**src/sv/mdmc_pkg.sv**
```systemverilog
// Package for the MESI direct-mapped cache controller.
// Holds the field widths, MESI and bus codes, request/result structs and FSM states.
// No dependencies; every other file of the block refers to it by scoped names.
`default_nettype none

package mdmc_pkg;

    localparam int ADDR_W    = 20;
    localparam int WORD_W    = 32;
    localparam int TAG_W     = 12;
    localparam int CORE_W    = 2;
    localparam int COUNT_W   = 2;
    localparam int LINES_DEF = 64;
    localparam int WPL_DEF   = 4;

    localparam logic ACT_CORE  = 1'b0;
    localparam logic ACT_SNOOP = 1'b1;

    typedef enum logic [1:0] {
        MESI_I,
        MESI_S,
        MESI_E,
        MESI_M
    } mesi_t;

    typedef enum logic [1:0] {
        BUS_NONE,
        BUS_RD,
        BUS_RDX,
        BUS_FLUSH
    } bus_cmd_t;

    typedef enum logic [1:0] {
        REQ_RD,
        REQ_RDX,
        REQ_FLUSH
    } req_cmd_t;

    typedef enum logic [1:0] {
        KIND_REPLY,
        KIND_REQUEST,
        KIND_DATA
    } kind_t;

    typedef enum logic [2:0] {
        ST_CLEAR,
        ST_IDLE,
        ST_LOOKUP,
        ST_RD_WORD,
        ST_PUT_WORD,
        ST_PUT_REQ,
        ST_PUT_REPLY
    } state_t;

    typedef struct packed {
        logic [TAG_W-1:0] tag;
        mesi_t            mesi;
    } meta_t;

    typedef struct packed {
        logic               action;
        logic               is_write;
        logic [ADDR_W-1:0]  address;
        logic [WORD_W-1:0]  store_word;
        bus_cmd_t           bus_command;
        logic [CORE_W-1:0]  bus_origin;
        logic [WORD_W-1:0]  bus_word;
        logic [CORE_W-1:0]  served_core;
        logic [COUNT_W-1:0] flush_word_count;
        logic               shared_seen;
    } item_t;

    typedef struct packed {
        kind_t             kind;
        logic              hit;
        logic              stall_res;
        logic [WORD_W-1:0] load_word;
        req_cmd_t          request_command;
        logic [ADDR_W-1:0] request_address;
        logic [WORD_W-1:0] flush_data;
        logic              assert_shared;
        logic              last;
    } result_t;

endpackage

`default_nettype wire

```
**src/sv/mdmc_ram.sv**
```systemverilog
// Single-port-write, single-port-read synchronous RAM with a registered read.
// Depends on mdmc_pkg for default sizes only.
`default_nettype none

module mdmc_ram #(
    parameter int DEPTH = mdmc_pkg::LINES_DEF,
    parameter int WIDTH = mdmc_pkg::WORD_W
) (
    input  wire logic                     clk,
    input  wire logic                     we,
    input  wire logic [$clog2(DEPTH)-1:0] waddr,
    input  wire logic [WIDTH-1:0]         wdata,
    input  wire logic                     re,
    input  wire logic [$clog2(DEPTH)-1:0] raddr,
    output logic      [WIDTH-1:0]         rdata
);

    logic [WIDTH-1:0] mem [DEPTH];

    always_ff @(posedge clk)
    begin
        if (we)
        begin
            mem[waddr] <= wdata;
        end
    end

    always_ff @(posedge clk)
    begin
        if (re)
        begin
            rdata <= mem[raddr];
        end
    end

endmodule

`default_nettype wire

```
**config.mk**
```make
export PLATFORM = sky130hd
export DESIGN_NAME = mdmc_ram
export DESIGN_NICKNAME = d
export VERILOG_FILES = /design/src/sv/mdmc_pkg.sv /design/src/sv/mdmc_ram.sv
export SDC_FILE = /design/constraint.sdc
export NUM_CORES = 2
export LEC_CHECK = 0
export ABC_AREA = 1
export CORE_MARGIN = 5
export CORE_UTILIZATION = 30
export DETAILED_ROUTE_END_ITERATION = 16
export DONT_BUFFER_PORTS = 1
export SYNTH_ARGS = -nofsm -noshare
export SYNTH_HDL_FRONTEND = slang
export SYNTH_SLANG_ARGS = --single-unit
```
**constraint.sdc**
```tcl
create_clock -name clk -period 13.32 [get_ports clk]
set_input_delay 2.664 -clock clk [delete_from_list [all_inputs] [get_ports clk]]
set_output_delay 2.664 -clock clk [all_outputs]
set_load 0.02 [all_outputs]
```
==> results.toml <==
[layout]
seq_area_um2 = 62460
fill_cells = 26710
fin_cells = 10500
fin_util_pct = 33.68
layout-drive-gt1-share_pct = 6.279
syn_to_final_growth_pct = 11.94
final_cell_mix = "2,248 x nand2_1, 2,080 x edfxtp_1, 1,907 x nand3_1"
multi_input_area_um2 = 18770
mostFrequentLayoutCell = "nand2_1"
nets = 6673

[synth]
syn-num-nets = 6816
netlist_instances = 6769
yosysSeqAreaShare_pct = 75.20
synth_fa_ha_area_share_pct = 0
synth-seq-cells = 2080
netlist_area_um2 = 83060
syn_area_per_cell_um2 = 12.27
synth_compound_area_share_pct = 0
synth_largest_area_cell = "edfxtp_1"
synth_top_area_share_pct = 75.20
synth_mux_area_share_pct = 0
yosys.area_share.simple_pct = 22.03
ys_top_cells_by_area = "edfxtp_1 75%, nand3_1 11%, nand2_1 10%"
synth_top_family_by_area = "simple AND/OR/NAND/NOR gates"
yosysWarnings = 0
synth.distinct_cells = 15
synth-xor-area-share_pct = 0

[clock_tree]
cts_tree = "built"
cts_buffers = 205
htree_levels = 4
cts_resized = 0
cts_buffer_depth = 3
hold_buffers = 0
root_buffer = "clkbuf_16"
path_clk_slew_ps = 60
clock_sinks = 2080
cts_setup_buffers = 0
clk-insertion-delay-late_ps = 840

[timing]
hold_violations = 0
rsz0062_at_grt = "false"
drv_slew = 191
setup_tns_ps = 0
hold_slack_ps = 878.6
max_slew_margin_pct = -4.790
fin_skew_ps = 30.41
fin_crit_sh_pct = 57.99
max_clock_freq_ghz = 0.1295
setup_viol = 0
tightest_slew_ps = 1572
fin_crit_ps = 7724

[route]
route.antenna.remaining_nets = 0
first_pass_iters = 6
vias_per_cell = 5.080
drt-initial-drc-count = 6654
wire_per_inst_um = 23.04
wl_um = 241900
drcViolationCount = 0
via_count = 53330

[floorplan]
die_width_um = 536.2
ios = 79
row_count = 193
start_util_pct = 30.09
die_h_um = 536.2
die_area_um2 = 287500
coreArea_um2 = 276000

[worst_setup_path]
reg2reg_to = "rdata[9]"
required_ps = 13990
worstPathCellList = "buf_16 -> buf_16 -> inv_16 -> buf_4 -> buf_4 -> nand2_1 -> nand3_1 -> nand3_1 -> nand3_1 -> nand3_1 -> nand2_1 -> nand2_1 -> nand2_1"
timing.rr.start = "mem[63][9]"
end_kind = "register"
slowest_stage = "inv_16"
start_kind = "primary input"
crit_path_max_fanout = 340
cp.arrival_ps = 8390
critPathKind = "in2reg"
ff2ff_setup_slack_ps = 11420
cp_top_family = "buffers and inverters"
path_buf_inv = 5
rr_worst_depth = 8
critPathMaxStageDelay_ps = 860

[placed_design]
io_buffers = 0
place.gp.congestion = 0.7710
place_hpwl_um = 114500
dp.cells = 10120

[run]
cap_viol_max_count = 0

[power]
p_leak_uw = 0.03148
power_density_nw_per_um2 = 142.9
power.total_uw = 13290
ir_worst_vdd_uv = 125.6

[hold_path]
min_to = "rdata[12]"
hold_depth = 8
hp-start = "mem[4][12]"
hp-class = "reg2reg"

[grt]
overflow = 0
grt_max_degree = 1026
track_usage_pct = 16.32
antenna_found_initial = 7
grt_pass1_wl_um = 351300
grt_pass1_vias = 50720

[run_status]
violations = "slew limit"
status = "complete, but fails checks"
layout make-up:
type	instances	share of cell area [%]
Multi-Input combinational cell	4228	20.19
Sequential cell	2080	67.18
Timing Repair Buffer	99	0.9043
Antenna cell	9	0.02422
Inverter	12	0.08882
Clock buffer	264	5.802
Clock inverter	101	0.8276
Tap cell	3705	4.986
metrics by stage:
step | instance area [µm²] | setup slack (ps)
CTS | 92870 | 7398
global route | 92960 | 5721
global placement | 86710 | 6435
finish | 92970 | 5596
floorplan | 83060 | 6526
detailed placement | 86710 | 6492
cell families (layout without fill, tap and decap cells):
logic type             Yosys count  count (layout)
and+or+nand+nor               4228            4228
other                            0               9
DFF                           2080            2080
buffers and inverters          461             476
worst register-to-register path, cell delays in order (launching register included):
cell and delay [ps]:
edfxtp_1 360, nand2_1 70, nand3_1 100, nand3_1 140, nand3_1 190, nand3_1 220, nand2_1 170, nand2_1 100
nand2_1 210
worst max path at each step:
stage / start / endpoint / slack [ps] / cells after the start
floorplan: we / mem[48][0] / 6530 / 3
global placement: raddr[1] / rdata[20] / 6430 / 10
detailed placement: raddr[1] / rdata[20] / 6490 / 10
CTS: raddr[1] / rdata[20] / 7400 / 10
global route: raddr[0] / rdata[19] / 5720 / 13
finish: raddr[0] / rdata[18] / 5600 / 13
registers in the layout (all words and copies together) (netlist names):
register / count
mem: 2048
rdata: 32
report_power, final:
| group | internal [µW] | leakage, µW | switching [µW] | total [µW] |
|---|---|---|---|---|
| sequential | 7260 | 0.0187 | 41.4 | 7300 |
| clock | 3000 | 0.00300 | 2420 | 5410 |
| combinational | 166 | 0.00974 | 408 | 574 |
layer usage:
layer | up-vias | track usage [%] | wire length (µm)
met5 | - | 0 | 21
met1 | 26670 | 21.90 | 98760
met4 | 4 | 5.698 | 8468
met2 | 2376 | 26.51 | 113700
li1 | 23860 | - | -
met3 | 424 | 3.125 | 20920
cells in the mapped netlist:
cell type / n
buf_8: 2
nand2_1: 2248
buf_6: 3
inv_2: 2
inv_4: 1
nor2_1: 56
clkbuf_1: 77
inv_1: 9
nand4_1: 9
buf_1: 40
nand3_1: 1907
edfxtp_1: 2080
nor4_1: 8
buf_2: 282
buf_4: 45
Note: power is estimated with default switching activity, not from simulation.
