<file path="config.mk">
export PLATFORM = sky130hd
export DESIGN_NAME = mdmc_ctrl_flat
export DESIGN_NICKNAME = d
export VERILOG_FILES = /design/src/sv/mdmc_pkg.sv /design/src/sv/mdmc_if.sv /design/src/sv/mdmc_ctrl.sv /design/src/flat_wrapper.sv
export SDC_FILE = /design/constraint.sdc
export NUM_CORES = 1
export LEC_CHECK = 0
export ABC_AREA = 0
export BUFFER_PORTS_ARGS = -buffer_cell sky130_fd_sc_hd__buf_4
export CORE_UTILIZATION = 45
export DETAILED_ROUTE_END_ITERATION = 7
export PLACE_DENSITY = 0.71
export REMOVE_ABC_BUFFERS = 1
export SLEW_MARGIN = 30
export SYNTH_ARGS = -nofsm -noshare
export SYNTH_HDL_FRONTEND = slang
export SYNTH_SLANG_ARGS = --single-unit
</file>
<file path="constraint.sdc">
create_clock -name clk -period 12.1 [get_ports clk]
set_input_delay 1.21 -clock clk [delete_from_list [all_inputs] [get_ports clk]]
set_output_delay 1.21 -clock clk [all_outputs]
set_load 0.03 [all_outputs]
</file>
<file path="src/sv/mdmc_pkg.sv">
// Package for the MESI direct-mapped cache controller.
// Holds the field widths, MESI and bus codes, request/result structs and FSM states.
// No dependencies; every other file of the block refers to it by scoped names.
`default_nettype none

package mdmc_pkg;

    localparam int ADDR_W    = 20;
    localparam int WORD_W    = 32;
    localparam int TAG_W     = 12;
    localparam int CORE_W    = 2;
    localparam int COUNT_W   = 2;
    localparam int LINES_DEF = 64;
    localparam int WPL_DEF   = 4;

    localparam logic ACT_CORE  = 1'b0;
    localparam logic ACT_SNOOP = 1'b1;

    typedef enum logic [1:0] {
        MESI_I,
        MESI_S,
        MESI_E,
        MESI_M
    } mesi_t;

    typedef enum logic [1:0] {
        BUS_NONE,
        BUS_RD,
        BUS_RDX,
        BUS_FLUSH
    } bus_cmd_t;

    typedef enum logic [1:0] {
        REQ_RD,
        REQ_RDX,
        REQ_FLUSH
    } req_cmd_t;

    typedef enum logic [1:0] {
        KIND_REPLY,
        KIND_REQUEST,
        KIND_DATA
    } kind_t;

    typedef enum logic [2:0] {
        ST_CLEAR,
        ST_IDLE,
        ST_LOOKUP,
        ST_RD_WORD,
        ST_PUT_WORD,
        ST_PUT_REQ,
        ST_PUT_REPLY
    } state_t;

    typedef struct packed {
        logic [TAG_W-1:0] tag;
        mesi_t            mesi;
    } meta_t;

    typedef struct packed {
        logic               action;
        logic               is_write;
        logic [ADDR_W-1:0]  address;
        logic [WORD_W-1:0]  store_word;
        bus_cmd_t           bus_command;
        logic [CORE_W-1:0]  bus_origin;
        logic [WORD_W-1:0]  bus_word;
        logic [CORE_W-1:0]  served_core;
        logic [COUNT_W-1:0] flush_word_count;
        logic               shared_seen;
    } item_t;

    typedef struct packed {
        kind_t             kind;
        logic              hit;
        logic              stall_res;
        logic [WORD_W-1:0] load_word;
        req_cmd_t          request_command;
        logic [ADDR_W-1:0] request_address;
        logic [WORD_W-1:0] flush_data;
        logic              assert_shared;
        logic              last;
    } result_t;

endpackage

`default_nettype wire

</file>
<file path="src/sv/mdmc_if.sv">
// Valid/ready channel interfaces for the cache controller's request and result streams.
// Depends on mdmc_pkg for the payload structs.
`default_nettype none

interface mdmc_item_if;
    logic           valid;
    logic           ready;
    mdmc_pkg::item_t payload;

    modport source (output valid, output payload, input ready);
    modport sink   (input valid, input payload, output ready);
endinterface

interface mdmc_result_if;
    logic             valid;
    logic             ready;
    mdmc_pkg::result_t payload;

    modport source (output valid, output payload, input ready);
    modport sink   (input valid, input payload, output ready);
endinterface

`default_nettype wire

</file>
<file path="src/sv/mdmc_ctrl.sv">
// Cache controller sequencer: lookup, MESI update, eviction and snoop flushes, result register.
// Depends on mdmc_pkg and mdmc_if; drives the tag/state RAM and the data word RAM.
`default_nettype none

module mdmc_ctrl #(
    parameter int LINES          = mdmc_pkg::LINES_DEF,
    parameter int WORDS_PER_LINE = mdmc_pkg::WPL_DEF
) (
    input  wire logic                                      clk,
    input  wire logic                                      rst_n,
    input  wire logic                                      cfg_we,
    input  wire logic [mdmc_pkg::CORE_W-1:0]               cfg_wdata,
    mdmc_item_if.sink                                      item,
    mdmc_result_if.source                                  result,
    output logic                                           meta_we,
    output logic [$clog2(LINES)-1:0]                       meta_waddr,
    output mdmc_pkg::meta_t                                meta_wdata,
    output logic                                           meta_re,
    output logic [$clog2(LINES)-1:0]                       meta_raddr,
    input  wire mdmc_pkg::meta_t                           meta_rdata,
    output logic                                           word_we,
    output logic [$clog2(LINES*WORDS_PER_LINE)-1:0]        word_waddr,
    output logic [mdmc_pkg::WORD_W-1:0]                    word_wdata,
    output logic                                           word_re,
    output logic [$clog2(LINES*WORDS_PER_LINE)-1:0]        word_raddr,
    input  wire logic [mdmc_pkg::WORD_W-1:0]               word_rdata
);

    localparam int LOG_WPL   = $clog2(WORDS_PER_LINE);
    localparam int LOG_LINES = $clog2(LINES);
    localparam int OFF_W     = (LOG_WPL > 0) ? LOG_WPL : 1;
    localparam int WADDR_W   = LOG_WPL + LOG_LINES;
    localparam logic [OFF_W-1:0] LAST_WORD = OFF_W'(WORDS_PER_LINE - 1);

    mdmc_pkg::state_t                 state_reg, state_next;
    mdmc_pkg::item_t                  item_reg;
    logic [mdmc_pkg::CORE_W-1:0]      own_core_reg;
    logic                             miss_pending_reg, miss_pending_next;
    logic [WADDR_W-1:0]               clr_reg;
    logic [OFF_W-1:0]                 w_reg;
    logic [mdmc_pkg::ADDR_W-1:0]      flush_addr_reg;
    logic                             shared_reg;
    logic                             reply_hit_reg;
    logic                             reply_stall_reg;
    logic [mdmc_pkg::WORD_W-1:0]      reply_load_reg;
    mdmc_pkg::result_t                out_reg, out_next;
    logic                             out_valid_reg;

    logic                             accept;
    logic                             slot_free;
    logic                             push;
    logic [LOG_LINES-1:0]             idx_cur;
    logic [mdmc_pkg::TAG_W-1:0]       tag_cur;
    logic                             is_core;
    mdmc_pkg::mesi_t                  need;
    logic                             match;
    logic                             core_hit;
    logic                             evict;
    logic                             snoop_hit;
    logic                             fill_own;
    logic                             fill_word;
    logic [mdmc_pkg::ADDR_W-1:0]      victim_addr;

    assign idx_cur = item_reg.address[LOG_WPL +: LOG_LINES];
    assign tag_cur = mdmc_pkg::TAG_W'(item_reg.address >> WADDR_W);
    assign is_core = (item_reg.action == mdmc_pkg::ACT_CORE);

    always_comb
    begin : decide
        need        = item_reg.is_write ? mdmc_pkg::MESI_E : mdmc_pkg::MESI_S;
        match       = (meta_rdata.tag == tag_cur);
        core_hit    = match && (meta_rdata.mesi >= need);
        evict       = !match && (meta_rdata.mesi == mdmc_pkg::MESI_M);
        snoop_hit   = ((item_reg.bus_command == mdmc_pkg::BUS_RD)
                       || (item_reg.bus_command == mdmc_pkg::BUS_RDX))
                      && (item_reg.bus_origin != own_core_reg)
                      && match && (meta_rdata.mesi != mdmc_pkg::MESI_I);
        fill_own    = (item_reg.bus_command == mdmc_pkg::BUS_FLUSH)
                      && (own_core_reg == item_reg.bus_origin)
                      && (own_core_reg == item_reg.served_core)
                      && (item_reg.flush_word_count == '0);
        fill_word   = (item_reg.bus_command == mdmc_pkg::BUS_FLUSH)
                      && (own_core_reg != item_reg.bus_origin)
                      && (own_core_reg == item_reg.served_core);
        victim_addr = mdmc_pkg::ADDR_W'((32'(meta_rdata.tag) << WADDR_W)
                                        | 32'(item_reg.address[WADDR_W-1:0]));
    end

    always_comb
    begin : next_state
        state_next = state_reg;
        unique case (state_reg)
            mdmc_pkg::ST_CLEAR:
            begin
                if (clr_reg == '1)
                begin
                    state_next = mdmc_pkg::ST_IDLE;
                end
            end
            mdmc_pkg::ST_IDLE:
            begin
                if (item.valid)
                begin
                    state_next = mdmc_pkg::ST_LOOKUP;
                end
            end
            mdmc_pkg::ST_LOOKUP:
            begin
                if (is_core)
                begin
                    if (core_hit || miss_pending_reg)
                    begin
                        state_next = mdmc_pkg::ST_PUT_REPLY;
                    end
                    else if (evict)
                    begin
                        state_next = mdmc_pkg::ST_RD_WORD;
                    end
                    else
                    begin
                        state_next = mdmc_pkg::ST_PUT_REQ;
                    end
                end
                else if (snoop_hit)
                begin
                    state_next = (meta_rdata.mesi == mdmc_pkg::MESI_M)
                                 ? mdmc_pkg::ST_RD_WORD : mdmc_pkg::ST_PUT_REPLY;
                end
                else
                begin
                    state_next = mdmc_pkg::ST_IDLE;
                end
            end
            mdmc_pkg::ST_RD_WORD:
            begin
                state_next = mdmc_pkg::ST_PUT_WORD;
            end
            mdmc_pkg::ST_PUT_WORD:
            begin
                if (slot_free)
                begin
                    if (w_reg != LAST_WORD)
                    begin
                        state_next = mdmc_pkg::ST_RD_WORD;
                    end
                    else if (is_core)
                    begin
                        state_next = mdmc_pkg::ST_PUT_REQ;
                    end
                    else
                    begin
                        state_next = mdmc_pkg::ST_PUT_REPLY;
                    end
                end
            end
            mdmc_pkg::ST_PUT_REQ:
            begin
                if (slot_free)
                begin
                    state_next = mdmc_pkg::ST_PUT_REPLY;
                end
            end
            mdmc_pkg::ST_PUT_REPLY:
            begin
                if (slot_free)
                begin
                    state_next = mdmc_pkg::ST_IDLE;
                end
            end
            default:
            begin
                state_next = mdmc_pkg::ST_IDLE;
            end
        endcase
    end

    always_comb
    begin : outputs
        item.ready        = (state_reg == mdmc_pkg::ST_IDLE);
        accept            = item.valid && item.ready;
        slot_free         = !out_valid_reg || result.ready;
        result.valid      = out_valid_reg;
        result.payload    = out_reg;

        meta_re           = accept;
        meta_raddr        = item.payload.address[LOG_WPL +: LOG_LINES];
        word_re           = accept || (state_reg == mdmc_pkg::ST_RD_WORD);
        word_raddr        = accept ? item.payload.address[WADDR_W-1:0]
                                   : ((WADDR_W'(idx_cur) << LOG_WPL) | WADDR_W'(w_reg));

        meta_we           = 1'b0;
        meta_waddr        = idx_cur;
        meta_wdata        = '{tag: meta_rdata.tag, mesi: meta_rdata.mesi};
        word_we           = 1'b0;
        word_waddr        = item_reg.address[WADDR_W-1:0];
        word_wdata        = item_reg.store_word;
        miss_pending_next = miss_pending_reg;
        push              = 1'b0;
        out_next          = '0;

        unique case (state_reg)
            mdmc_pkg::ST_CLEAR:
            begin
                meta_we    = 1'b1;
                meta_waddr = LOG_LINES'(clr_reg >> LOG_WPL);
                meta_wdata = '{tag: '0, mesi: mdmc_pkg::MESI_I};
                word_we    = 1'b1;
                word_waddr = clr_reg;
                word_wdata = '0;
            end
            mdmc_pkg::ST_LOOKUP:
            begin
                if (is_core)
                begin
                    if (core_hit)
                    begin
                        miss_pending_next = 1'b0;
                        if (item_reg.is_write)
                        begin
                            word_we         = 1'b1;
                            meta_we         = 1'b1;
                            meta_wdata.mesi = mdmc_pkg::MESI_M;
                        end
                    end
                    else
                    begin
                        miss_pending_next = 1'b1;
                    end
                end
                else if (snoop_hit)
                begin
                    meta_we         = 1'b1;
                    meta_wdata.mesi = (item_reg.bus_command == mdmc_pkg::BUS_RD)
                                      ? mdmc_pkg::MESI_S : mdmc_pkg::MESI_I;
                end
                else if (fill_own)
                begin
                    meta_we         = 1'b1;
                    meta_wdata.mesi = mdmc_pkg::MESI_E;
                end
                else if (fill_word)
                begin
                    word_we    = 1'b1;
                    word_wdata = item_reg.bus_word;
                    if (item_reg.flush_word_count == '0)
                    begin
                        meta_we    = 1'b1;
                        meta_wdata = '{tag: tag_cur,
                                       mesi: item_reg.shared_seen ? mdmc_pkg::MESI_S
                                                                  : mdmc_pkg::MESI_E};
                    end
                end
            end
            mdmc_pkg::ST_PUT_WORD:
            begin
                push                     = slot_free;
                out_next.kind            = mdmc_pkg::KIND_DATA;
                out_next.request_command = mdmc_pkg::REQ_FLUSH;
                out_next.request_address = flush_addr_reg;
                out_next.flush_data      = word_rdata;
                out_next.assert_shared   = shared_reg;
            end
            mdmc_pkg::ST_PUT_REQ:
            begin
                push                     = slot_free;
                out_next.kind            = mdmc_pkg::KIND_REQUEST;
                out_next.request_command = item_reg.is_write ? mdmc_pkg::REQ_RDX
                                                             : mdmc_pkg::REQ_RD;
                out_next.request_address = item_reg.address;
            end
            mdmc_pkg::ST_PUT_REPLY:
            begin
                push                   = slot_free;
                out_next.kind          = mdmc_pkg::KIND_REPLY;
                out_next.hit           = reply_hit_reg;
                out_next.stall_res     = reply_stall_reg;
                out_next.load_word     = reply_load_reg;
                out_next.assert_shared = shared_reg;
                out_next.last          = 1'b1;
            end
            default:
            begin
                push = 1'b0;
            end
        endcase
    end

    always_ff @(posedge clk or negedge rst_n)
    begin
        if (!rst_n)
        begin
            state_reg        <= mdmc_pkg::ST_CLEAR;
            own_core_reg     <= '0;
            miss_pending_reg <= 1'b0;
            clr_reg          <= '0;
            out_valid_reg    <= 1'b0;
        end
        else
        begin
            state_reg        <= state_next;
            miss_pending_reg <= miss_pending_next;
            if (cfg_we)
            begin
                own_core_reg <= cfg_wdata;
            end
            if (state_reg == mdmc_pkg::ST_CLEAR)
            begin
                clr_reg <= WADDR_W'(clr_reg + 1'b1);
            end
            if (push)
            begin
                out_valid_reg <= 1'b1;
            end
            else if (result.ready)
            begin
                out_valid_reg <= 1'b0;
            end
        end
    end

    always_ff @(posedge clk)
    begin
        if (accept)
        begin
            item_reg <= item.payload;
        end
        if (push)
        begin
            out_reg <= out_next;
        end
        if (state_reg == mdmc_pkg::ST_LOOKUP)
        begin
            w_reg           <= '0;
            flush_addr_reg  <= is_core ? victim_addr : item_reg.address;
            shared_reg      <= !is_core && (item_reg.bus_command == mdmc_pkg::BUS_RD);
            reply_hit_reg   <= is_core ? core_hit : 1'b1;
            reply_stall_reg <= is_core && !core_hit;
            reply_load_reg  <= (is_core && core_hit && !item_reg.is_write) ? word_rdata : '0;
        end
        else if ((state_reg == mdmc_pkg::ST_PUT_WORD) && push)
        begin
            w_reg <= OFF_W'(w_reg + 1'b1);
        end
    end

`ifndef SYNTHESIS
    a_clear_quiet: assert property (@(posedge clk) disable iff (!rst_n)
        (state_reg == mdmc_pkg::ST_CLEAR) |-> (!out_valid_reg && !miss_pending_reg))
        else $error("Result or pending miss present during the clearing pass.");

    a_last_ends: assert property (@(posedge clk) disable iff (!rst_n)
        (push && out_next.last) |=> (state_reg == mdmc_pkg::ST_IDLE))
        else $error("Sequencer did not return to idle after the final result.");

    a_pending_rise: assert property (@(posedge clk) disable iff (!rst_n)
        $rose(miss_pending_reg) |-> (($past(state_reg) == mdmc_pkg::ST_LOOKUP)
                                     && ($past(item_reg.action) == mdmc_pkg::ACT_CORE)))
        else $error("Miss pending set outside a core access lookup.");

    a_word_after_read: assert property (@(posedge clk) disable iff (!rst_n)
        (state_reg == mdmc_pkg::ST_PUT_WORD) |-> (($past(state_reg) == mdmc_pkg::ST_RD_WORD)
                                                 || ($past(state_reg) == mdmc_pkg::ST_PUT_WORD)))
        else $error("Flushed word sent without a preceding word read.");
`endif

endmodule

`default_nettype wire
</file>
<file path="src/flat_wrapper.sv">
// flat-port wrapper written by rule: the top's interface ports become plain ports
module mdmc_ctrl_flat 
#(
    parameter int LINES          = mdmc_pkg::LINES_DEF,
    parameter int WORDS_PER_LINE = mdmc_pkg::WPL_DEF
)
  (clk, rst_n, cfg_we, cfg_wdata, meta_we, meta_waddr, meta_wdata, meta_re, meta_raddr, meta_rdata, word_we, word_waddr, word_wdata, word_re, word_raddr, word_rdata, item_valid, item_payload, item_ready, result_valid, result_payload, result_ready);
  mdmc_item_if item_i ();
  mdmc_result_if result_i ();
  input  wire logic clk;
  input  wire logic rst_n;
  input  wire logic cfg_we;
  input  wire logic [mdmc_pkg::CORE_W-1:0] cfg_wdata;
  output logic meta_we;
  output logic [$clog2(LINES)-1:0] meta_waddr;
  output mdmc_pkg::meta_t meta_wdata;
  output logic meta_re;
  output logic [$clog2(LINES)-1:0] meta_raddr;
  input  wire mdmc_pkg::meta_t meta_rdata;
  output logic word_we;
  output logic [$clog2(LINES*WORDS_PER_LINE)-1:0] word_waddr;
  output logic [mdmc_pkg::WORD_W-1:0] word_wdata;
  output logic word_re;
  output logic [$clog2(LINES*WORDS_PER_LINE)-1:0] word_raddr;
  input  wire logic [mdmc_pkg::WORD_W-1:0] word_rdata;
  input wire logic [$bits(item_i.valid)-1:0] item_valid;
  input wire logic [$bits(item_i.payload)-1:0] item_payload;
  output wire logic [$bits(item_i.ready)-1:0] item_ready;
  output wire logic [$bits(result_i.valid)-1:0] result_valid;
  output wire logic [$bits(result_i.payload)-1:0] result_payload;
  input wire logic [$bits(result_i.ready)-1:0] result_ready;
  assign item_i.valid = item_valid;
  assign item_i.payload = item_payload;
  assign item_ready = item_i.ready;
  assign result_valid = result_i.valid;
  assign result_payload = result_i.payload;
  assign result_i.ready = result_ready;
  mdmc_ctrl #(.LINES(LINES), .WORDS_PER_LINE(WORDS_PER_LINE)) u_core (.clk(clk), .rst_n(rst_n), .cfg_we(cfg_we), .cfg_wdata(cfg_wdata), .item(item_i), .result(result_i), .meta_we(meta_we), .meta_waddr(meta_waddr), .meta_wdata(meta_wdata), .meta_re(meta_re), .meta_raddr(meta_raddr), .meta_rdata(meta_rdata), .word_we(word_we), .word_waddr(word_waddr), .word_wdata(word_wdata), .word_re(word_re), .word_raddr(word_raddr), .word_rdata(word_rdata));
endmodule
</file>
==> impl_metrics.tcl <==
set metrics [dict create \
    setup_tns_ps 0 \
    cts_buffers 28 \
    ir_drop_mv 0.137 \
    cp_slowest_cell "buf_4" \
    dieArea_mm2 0.0243 \
    core_region_area_mm2 0.0229 \
    min_path_cells 0 \
    yosys.area.top_type "edfxtp_1" \
    status "finished, final reports clean" \
    ys_seq_area_share_pct 71.8 \
    grt_setup_unrepaired "no" \
    grt_pass1_wl_um 36800 \
    drt_wl_total_um 24600 \
    crit_family "simple AND/OR/NAND/NOR gates" \
    power.internal_uw 2020 \
    tightestPinTransition_ps 952 \
    hold_viol 0 \
    areaGrowthSynthToFinish_pct 32.6 \
    synthFlopType "edfxtp_1" \
    via_per_inst 5.00 \
    drtAntennaViolNets 0 \
    p_seq_share_pct 41.0 \
    drt_first_pass_iters 5 \
    slowest_delay_ps 780 \
    grt-ovfl-total 0 \
    crit_path_end_kind "output port" \
    critPathMaxFanout 69 \
    cts_resized 0 \
    multiInputGateArea_mm2 0.00270 \
    clkPwrFrac_pct 26.6 \
    cts_setup_buffers 0 \
    grt_max_degree 70 \
    ys_top_cells_by_count "edfxtp_1 (241), and2_1 (103), nand2_1 (103), a22o_1 (32), o21ai_2 (28)" \
    vias 6851 \
    drt-initial-drc-count 300 \
    largest_register_ffs 91 \
    crit_chain "nand2b_1, nor2_1, and2_4, buf_4, mux2_2, buf_4" \
    hold_buffers 0 \
    cp-start-kind "register" \
    finalCritPeriodShare_pct 38.8 \
    nets 1192 \
    cpMostUsedCell "buf_4" \
    wl_per_cell_um 18.0 \
    switching_share_pct 34.7 \
    p_sw_uw 1080 \
    crit_buf_inv 2 \
    synth_top_cells_by_area "edfxtp_1 (68%), and2_1 (6.0%), nand2_1 (3.6%)" \
    holdPathEnd "u_core.flush_addr_reg[1]" \
    slew_headroom_pct 36.5 \
    diodes 0 \
    fin_util_pct 61.7 \
    synth-edff-count 241 \
    place_hpwl_um 17000 \
    fin_worst_skew_ps 16.5 \
    required_ps 10890 \
    cts_tree "yes" \
    drv_cap 0 \
    r2r_slack_ps 9340 \
    async_flop_share_pct 5.81 \
    synth_top_area_share_pct 67.9 \
    p_comb_share_pct 32.4 \
    syn_inst 728 \
    period_minus_slack_ps 4690 \
    avgSynthCellArea_um2 14.7 \
    portBuffers 319 \
    rows 55 \
    p_leak_uw 0.00569 \
    grtUsageTotal_pct 19.9 \
    r2r_cells 4 \
    htree_num_levels 1 \
    crit_type "reg -> out" \
    synth_area_mm2 0.0107 \
    yosysWarnings 0 \
    r2r-end "u_core.item_reg[50]" \
    place_congestion 0.843 \
    initial_core_util_pct 46.5 \
    hp-start "u_core.item_reg[74]" \
    max_freq_mhz 213 \
    io_pins 320 \
    cts_root_buffer "clkbuf_16" \
    synth.most_common_cell "edfxtp_1" \
    synth_seq_cells 258 \
    p_per_area_mw_per_mm2 219 \
    antenna_found_initial 0 \
    min_path_type "reg -> reg" \
    ys_types 54 \
    fillCellCount 1795 \
    die-height_um 156 \
    critical_path_arrival_ps 3480 \
    clock_latency_ps 540 \
    drive_gt1_share_pct 40.4 \
    regArea_mm2 0.00765 \
    slew_violations 0 \
    clock-sinks 258 \
    drc_errors 0 \
    die_x_um 156 \
    ctsLongestPathBuffers 3 \
    cts.clk_slew.worst_paths_ps 60 \
    grt_pass1_vias 6722 \
    finalSetupViolations 0 \
    r2r_start "u_core.state_reg[2]" \
]
## worst max path at each step
| stage | start | end | slack [ps] | cells past startpoint |
|---|---|---|---|---|
| final | u_core.state_reg[2] | word_raddr[0] | 7410 | 6 |
| after global routing | u_core.state_reg[2] | word_raddr[1] | 7180 | 6 |
| after CTS | u_core.state_reg[2] | word_raddr[0] | 7390 | 6 |
| after detailed placement | meta_rdata[5] | word_wdata[22] | 7480 | 8 |
| after global placement | meta_rdata[12] | word_wdata[29] | 7570 | 8 |
| after floorplan | result_ready | u_core.w_reg[0] | 6090 | 5 |
## power groups by stage
stage | sequential [µW] | clock, µW | combinational (µW)
finish | 1270 | 824 | 1010
global route | 1290 | 876 | 1070
CTS | 1270 | 841 | 1020
detailed placement | 1290 | 0 | 1010
global placement | 1290 | 0 | 1000
floorplan | 1390 | 0 | 528
## kinds of logic after synthesis
logic type | Yosys count | synth area share (%)
DFF | 258 | 71.8
and+or+nand+nor | 257 | 12.4
AOI/OAI and AO/OA | 98 | 7.36
buffers and inverters | 60 | 3.17
xor gates and xnor gates | 25 | 2.05
muxes | 22 | 2.32
adders and majority gates | 8 | 0.939
## cells in the final DEF (no fill, tap or decap), drive strengths merged, types with 2 or more instances in the layout
master and instances:
xor2 6, nand4 7, nor2b 3, ha 8
mux2 22, o211ai 3, and2 103, and3b 2
and4 2, clkbuf 39, a21oi 7, and3 6
o31ai 2, dfxtp 2, inv 10, dfrtp 15
a22o 32, edfxtp 241, xnor2 19, o21ai 38
bufinv 2, a21boi 2, nor2 13, nand2b 2
a41o 2, or3 2, nand2 104, buf 327
nand3 7, clkinv 11, nor3 2
## through the flow
step	hold WS, ps	area [µm²]	total power [µW]	setup slack [ps]	cells
after global placement	473	13200	2290	7570	1318
after detailed placement	478	13200	2300	7480	1319
final	477	14100	3100	7410	1371
after floorplan	451	10400	1920	6090	679
after CTS	485	14100	3130	7390	1371
after global routing	511	14100	3240	7180	1371
## final cells by class
type / count / share of cell area (%)
clock inverter: 13 / 0.832
tap: 313 / 2.77
inverter: 11 / 0.292
multi-input combinational: 410 / 19.1
timing repair buffer: 327 / 17.4
sequential: 258 / 54.1
clock buffer: 39 / 5.47
## per-layer routing
layer  part of all wire [%]  track usage, %  vias up  wire [µm]
li1                       -               -     3263          -
met1                     39            25.0     3245       9620
met2                     49            33.9      298      12100
met3                    9.2            5.06       45       2260
met4                    2.4            6.12        0        597
met5                      0               0        -          0
(Power assumes the default switching activity.)
